===== src/rtl/knel_pkg.sv =====
package knel_pkg;

    // Table geometry
    localparam int TABLE_DEPTH = 4096;
    localparam int MAX_BASES   = 128;
    localparam int ADDR_W      = $clog2(TABLE_DEPTH);
    localparam int BND_W       = $clog2(TABLE_DEPTH + 1);

    // Field widths
    localparam int WORD_W     = 64;
    localparam int KEY_W      = 4 * WORD_W;
    localparam int IDX_W      = 12;
    localparam int LEN_W      = 8;
    localparam int CNT_W      = 13;
    localparam int SLOT_W     = 3;
    localparam int BASE_W     = 2;
    localparam int CFG_IDX_W  = 4;
    localparam int CFG_DATA_W = CNT_W;

    // Configuration register indexes
    localparam logic [CFG_IDX_W-1:0] CFG_KMER_LENGTH = CFG_IDX_W'(0);
    localparam logic [CFG_IDX_W-1:0] CFG_ENTRY_COUNT = CFG_IDX_W'(1);

    localparam logic [LEN_W-1:0] KMER_LENGTH_RESET = LEN_W'(32);

    // Request modes
    localparam logic MODE_WRITE = 1'b0;
    localparam logic MODE_QUERY = 1'b1;

    localparam logic [SLOT_W-1:0] LAST_SLOT = SLOT_W'(7);

    typedef enum logic [2:0] {
        ST_IDLE,
        ST_QREAD,
        ST_QLOAD,
        ST_KEY,
        ST_SEARCH,
        ST_CMP,
        ST_EMIT
    } knel_state_t;

    // Commands from the controller to the datapath
    typedef struct packed {
        logic req_ready;
        logic mem_write;
        logic latch_query;
        logic rd_query;
        logic load_q;
        logic init_key;
        logic rd_probe;
        logic step;
        logic set_hit;
        logic set_miss;
        logic emit;
    } knel_cmd_t;

    // Status from the datapath to the controller
    typedef struct packed {
        logic req_valid;
        logic req_query;
        logic empty;
        logic eq;
        logic out_free;
        logic last_slot;
    } knel_status_t;

endpackage


===== src/rtl/knel_ctrl.sv =====
module knel_ctrl (
    input  logic                   clk,
    input  logic                   rst_n,
    input  knel_pkg::knel_status_t status,
    output knel_pkg::knel_cmd_t    cmd
);
    import knel_pkg::*;

    knel_state_t state_reg;
    knel_state_t state_next;

    // State register
    always_ff @(posedge clk or negedge rst_n)
    begin
        if (!rst_n)
        begin
            state_reg <= ST_IDLE;
        end
        else
        begin
            state_reg <= state_next;
        end
    end

    // Next state and commands
    always_comb
    begin
        state_next = state_reg;
        cmd        = '0;
        case (state_reg)
            ST_IDLE:
            begin
                cmd.req_ready = 1'b1;
                if (status.req_valid)
                begin
                    if (status.req_query)
                    begin
                        cmd.latch_query = 1'b1;
                        state_next      = ST_QREAD;
                    end
                    else
                    begin
                        cmd.mem_write = 1'b1;
                    end
                end
            end
            ST_QREAD:
            begin
                cmd.rd_query = 1'b1;
                state_next   = ST_QLOAD;
            end
            ST_QLOAD:
            begin
                cmd.load_q = 1'b1;
                state_next = ST_KEY;
            end
            ST_KEY:
            begin
                cmd.init_key = 1'b1;
                state_next   = ST_SEARCH;
            end
            ST_SEARCH:
            begin
                if (status.empty)
                begin
                    cmd.set_miss = 1'b1;
                    state_next   = ST_EMIT;
                end
                else
                begin
                    cmd.rd_probe = 1'b1;
                    state_next   = ST_CMP;
                end
            end
            ST_CMP:
            begin
                if (status.eq)
                begin
                    cmd.set_hit = 1'b1;
                    state_next  = ST_EMIT;
                end
                else
                begin
                    cmd.step   = 1'b1;
                    state_next = ST_SEARCH;
                end
            end
            ST_EMIT:
            begin
                if (status.out_free)
                begin
                    cmd.emit   = 1'b1;
                    state_next = status.last_slot ? ST_IDLE : ST_KEY;
                end
            end
            default:
            begin
                state_next = ST_IDLE;
            end
        endcase
    end

endmodule


===== config.mk =====
export PLATFORM = sky130hd
export DESIGN_NAME = knel_ctrl
export DESIGN_NICKNAME = d
export VERILOG_FILES = /design/src/rtl/knel_pkg.sv /design/src/rtl/knel_ctrl.sv
export SDC_FILE = /design/constraint.sdc
export NUM_CORES = 1
export LEC_CHECK = 0
export BUFFER_PORTS_ARGS = -buffer_cell sky130_fd_sc_hd__clkbuf_2
export CAP_MARGIN = 40
export CORE_AREA = 2 2 39 41
export DETAILED_ROUTE_END_ITERATION = 12
export DIE_AREA = 0 0 41 43
export SETUP_SLACK_MARGIN = 0.5
export SKIP_LAST_GASP = 1
export SLEW_MARGIN = 5
export SYNTH_ARGS = -nofsm -noshare
export SYNTH_HDL_FRONTEND = slang
export SYNTH_SLANG_ARGS = --single-unit

===== constraint.sdc =====
create_clock -name clk -period 1.4 [get_ports clk]
set_input_delay 0.07 -clock clk [delete_from_list [all_inputs] [get_ports clk]]
set_output_delay 0.07 -clock clk [all_outputs]
set_load 0.05 [all_outputs]

==> results.sh <==
export IMPL_rows=14
export IMPL_cell_type_with_the_largest_total_area_after_synthesis="sky130_fd_sc_hd__dfrtp_1"
export IMPL_cts_inserted_buffers=3
export IMPL_final_cell_count_no_fill=86
export IMPL_die_area_um2=1760
export IMPL_power_density_nw_per_um2=2390
export IMPL_cts_tree="done"
export IMPL_yosys_top_cells_area="sky130_fd_sc_hd__dfrtp_1 26%, sky130_fd_sc_hd__nand2_1 7.8%, sky130_fd_sc_hd__nor4b_1 6.1%"
export IMPL_largest_net_degree_at_the_start_of_global_routing=9
export IMPL_failed_checks="setup timing"
export IMPL_routed_wl_um=952
export IMPL_global_route_usage_total_pct=13.6
export IMPL_antenna_diode_count=0
export IMPL_detailroute_via_count=398
export IMPL_htree_levels=1
export IMPL_post_synth_cell_area_avg_um2=7.81
export IMPL_final_util_pct=54.3
export IMPL_slew_violations=0
export IMPL_post_layout_total_power_mw=1.80
export IMPL_cts_sinks=3
export IMPL_placement_io_buffers=18
export IMPL_synthDistinctLibCells=20
export IMPL_detail_route_antenna_nets=0
export IMPL_global_route_wire_length_before_repair_um=1640
export IMPL_io_pins=19
export IMPL_fin_ws_ns=-0.0254
export IMPL_critPathArrivalTime_ns=1.36
export IMPL_drive_above_1_share_pct=75.7
export IMPL_setup_repair_after_global_routing_missed_its_margin="true"
export IMPL_cts_reportedPaths_clkPinSlew_ns=0.04
export IMPL_drc_violation_total_after_the_first_tritonroute_iteration=3
export IMPL_synth_seq_cells=3
export IMPL_timing_max_slew_rel_slack_pct=84.7
export IMPL_globalRoute_totalOverflow=0
export IMPL_die_height_um=43
export IMPL_antenna_found_initial=0
export IMPL_synth_warning_count=0
export IMPL_place_detailed_instances=73
export IMPL_period_share_pct=102
export IMPL_max_clock_freq_ghz=0.702
export IMPL_comb_power_share_pct=79.4
export IMPL_initial_utilization_pct=20.9
export IMPL_largest_register_ffs=3
export IMPL_synth_sequential_area_ratio_pct=26.0
export IMPL_core_um2=1380
export IMPL_area_share_of_the_largest_cell_type_after_synthesis_pct=26.0
export IMPL_report_final_setup_viol=5
export IMPL_path_class="reg -> out"
export IMPL_sw_frac_of_total_pct=47.2
export IMPL_first_pass_iters=2
export IMPL_first_global_vias=424
export IMPL_vias_per_cell=4.63
export IMPL_flow_area_growth_from_synthesis_pct=160
export IMPL_final_min_clock_period_ns=1.43
export IMPL_later_pin_clock_latency_in_the_skew_report_ns=0.23
export IMPL_cts_root_buffer_cell="sky130_fd_sc_hd__clkbuf_4"
export IMPL_power_share_clock_pct=8.5
export IMPL_internal_power_mw=0.951
export IMPL_crit_required_ns=1.33
export IMPL_hpwl_um=660
export IMPL_startpoint_type="flip-flop"
export IMPL_critical_path_max_fanout=4
export IMPL_power_net_switching_mw=0.850
export IMPL_worst_slew_pin_transition_ns=0.228
export IMPL_hold_path_class="in -> reg"
export IMPL_net_count_of_the_mapped_netlist=45
export IMPL_crit_path_end_kind="output pin"
export IMPL_die_width_um=41
export IMPL_seq_power_share_pct=12.1
export IMPL_whs_ns=0.0757
export IMPL_fill_cells=120
export IMPL_final_net_count=79
export IMPL_cap_violations=0
export IMPL_avgRoutedWirePerCell_um=11.1
export IMPL_post_route_drc_count=0
export IMPL_max_vdd_ir_drop_uv=1090
export IMPL_synthesis_instances=37
export IMPL_fin_worst_skew_ns=0.00164
export IMPL_run_status="finished, violations left"
export IMPL_reg2reg_slack_ns=0.08
export IMPL_syn_area_um2=289
export IMPL_hold_viol=0
export IMPL_place_congestion=0.674
export IMPL_power_static_leakage_nw=0.340
export IMPL_buffers_from_clock_root_to_sink_at_most=2
## kinds of logic (layout without fill, tap and decap cells)
group                  count (synthesis)  after routing  synth area share, %
AO/OA/AOI/OAI                          8              8                 23.4
buffers and inverters                  5             38                 9.96
flip-flops                             3              3                 26.0
AND/OR/NAND/NOR                       21             21                 40.7
## routing by layer
layer | global-route usage [%] | vias up | routed length (µm)
met3 | 1.57 | 2 | 45
li1 | - | 196 | -
met1 | 13.6 | 187 | 384
met2 | 24.4 | 13 | 507
met4 | 8.00 | 0 | 14
met5 | 0 | - | 0
## cell type report
cell class,count,area (µm²),share of cell area [%]
Timing Repair Buffer,32,322,42.8
Tap cell,16,20.0,2.66
Sequential cell,3,77.6,10.3
Multi-Input combinational cell,29,299,39.8
Clock buffer,4,26.3,3.49
Inverter,2,7.51,0.998
## worst paths after layout
path,start,to,cells past startpoint
min reg2reg,state_reg[2],state_reg[0],2
max,state_reg[1],cmd[8],4
max in group asynchronous,rst_n,state_reg[2],2
min in group asynchronous,rst_n,state_reg[0],2
max reg2reg,state_reg[0],state_reg[1],4
min,status[1],state_reg[1],2
## Yosys cell counts (all sizes together)
cell / count
o32ai: 1
dfrtp: 3
a211o: 1
o21ai: 2
a32o: 1
a21o: 1
nor4b: 2
a211oi: 1
nand2b: 2
nor3: 1
inv: 2
nor2b: 2
nand2: 6
a21boi: 1
and3: 2
nor3b: 1
buf: 3
nor2: 4
nand3b: 1
## cells in the final DEF (no fill, tap or decap), drive strengths merged, types with 2 or more instances in the layout
cell type / count
clkbuf: 18
buf: 17
nand2: 6
nor2: 4
dfrtp: 3
nor4b: 2
nor2b: 2
inv: 2
and3: 2
o21ai: 2
nand2b: 2
## metrics by stage
step                area, µm²  setup slack (ns)  setup TNS [ns]
finish                    752           -0.0254         -0.0477
global route              752           -0.0996          -0.517
CTS                       733           -0.0626          -0.119
detailed placement        522            0.0741               0
global placement          522            0.0868               0
floorplan                 398           -0.0536         -0.0550
## worst max-delay path, stage by stage (launching register included)
cell,delay (ns)
sky130_fd_sc_hd__dfrtp_1,0.41
sky130_fd_sc_hd__buf_6,0.14
sky130_fd_sc_hd__nor3_4,0.18
sky130_fd_sc_hd__and3_4,0.23
sky130_fd_sc_hd__clkbuf_16,0.15
## power by group through the flow
stage	Combinational, mW	Clock, mW	Sequential [mW]
finish	1.43	0.153	0.218
global route	1.52	0.171	0.226
CTS	1.39	0.160	0.216
detailed placement	1.05	0	0.216
global placement	1.04	0	0.216
floorplan	0.883	0	0.184
## what timing repair did
action,4_1_cts,5_1_grt
resized for setup,32,4
endpoints found under the setup margin,14,14
buffers inserted,6,2
hold endpoints to repair,3,0
pin swaps,3,1
hold buffers,1,0
No activity file was read; power rests on OpenSTA's default activity.
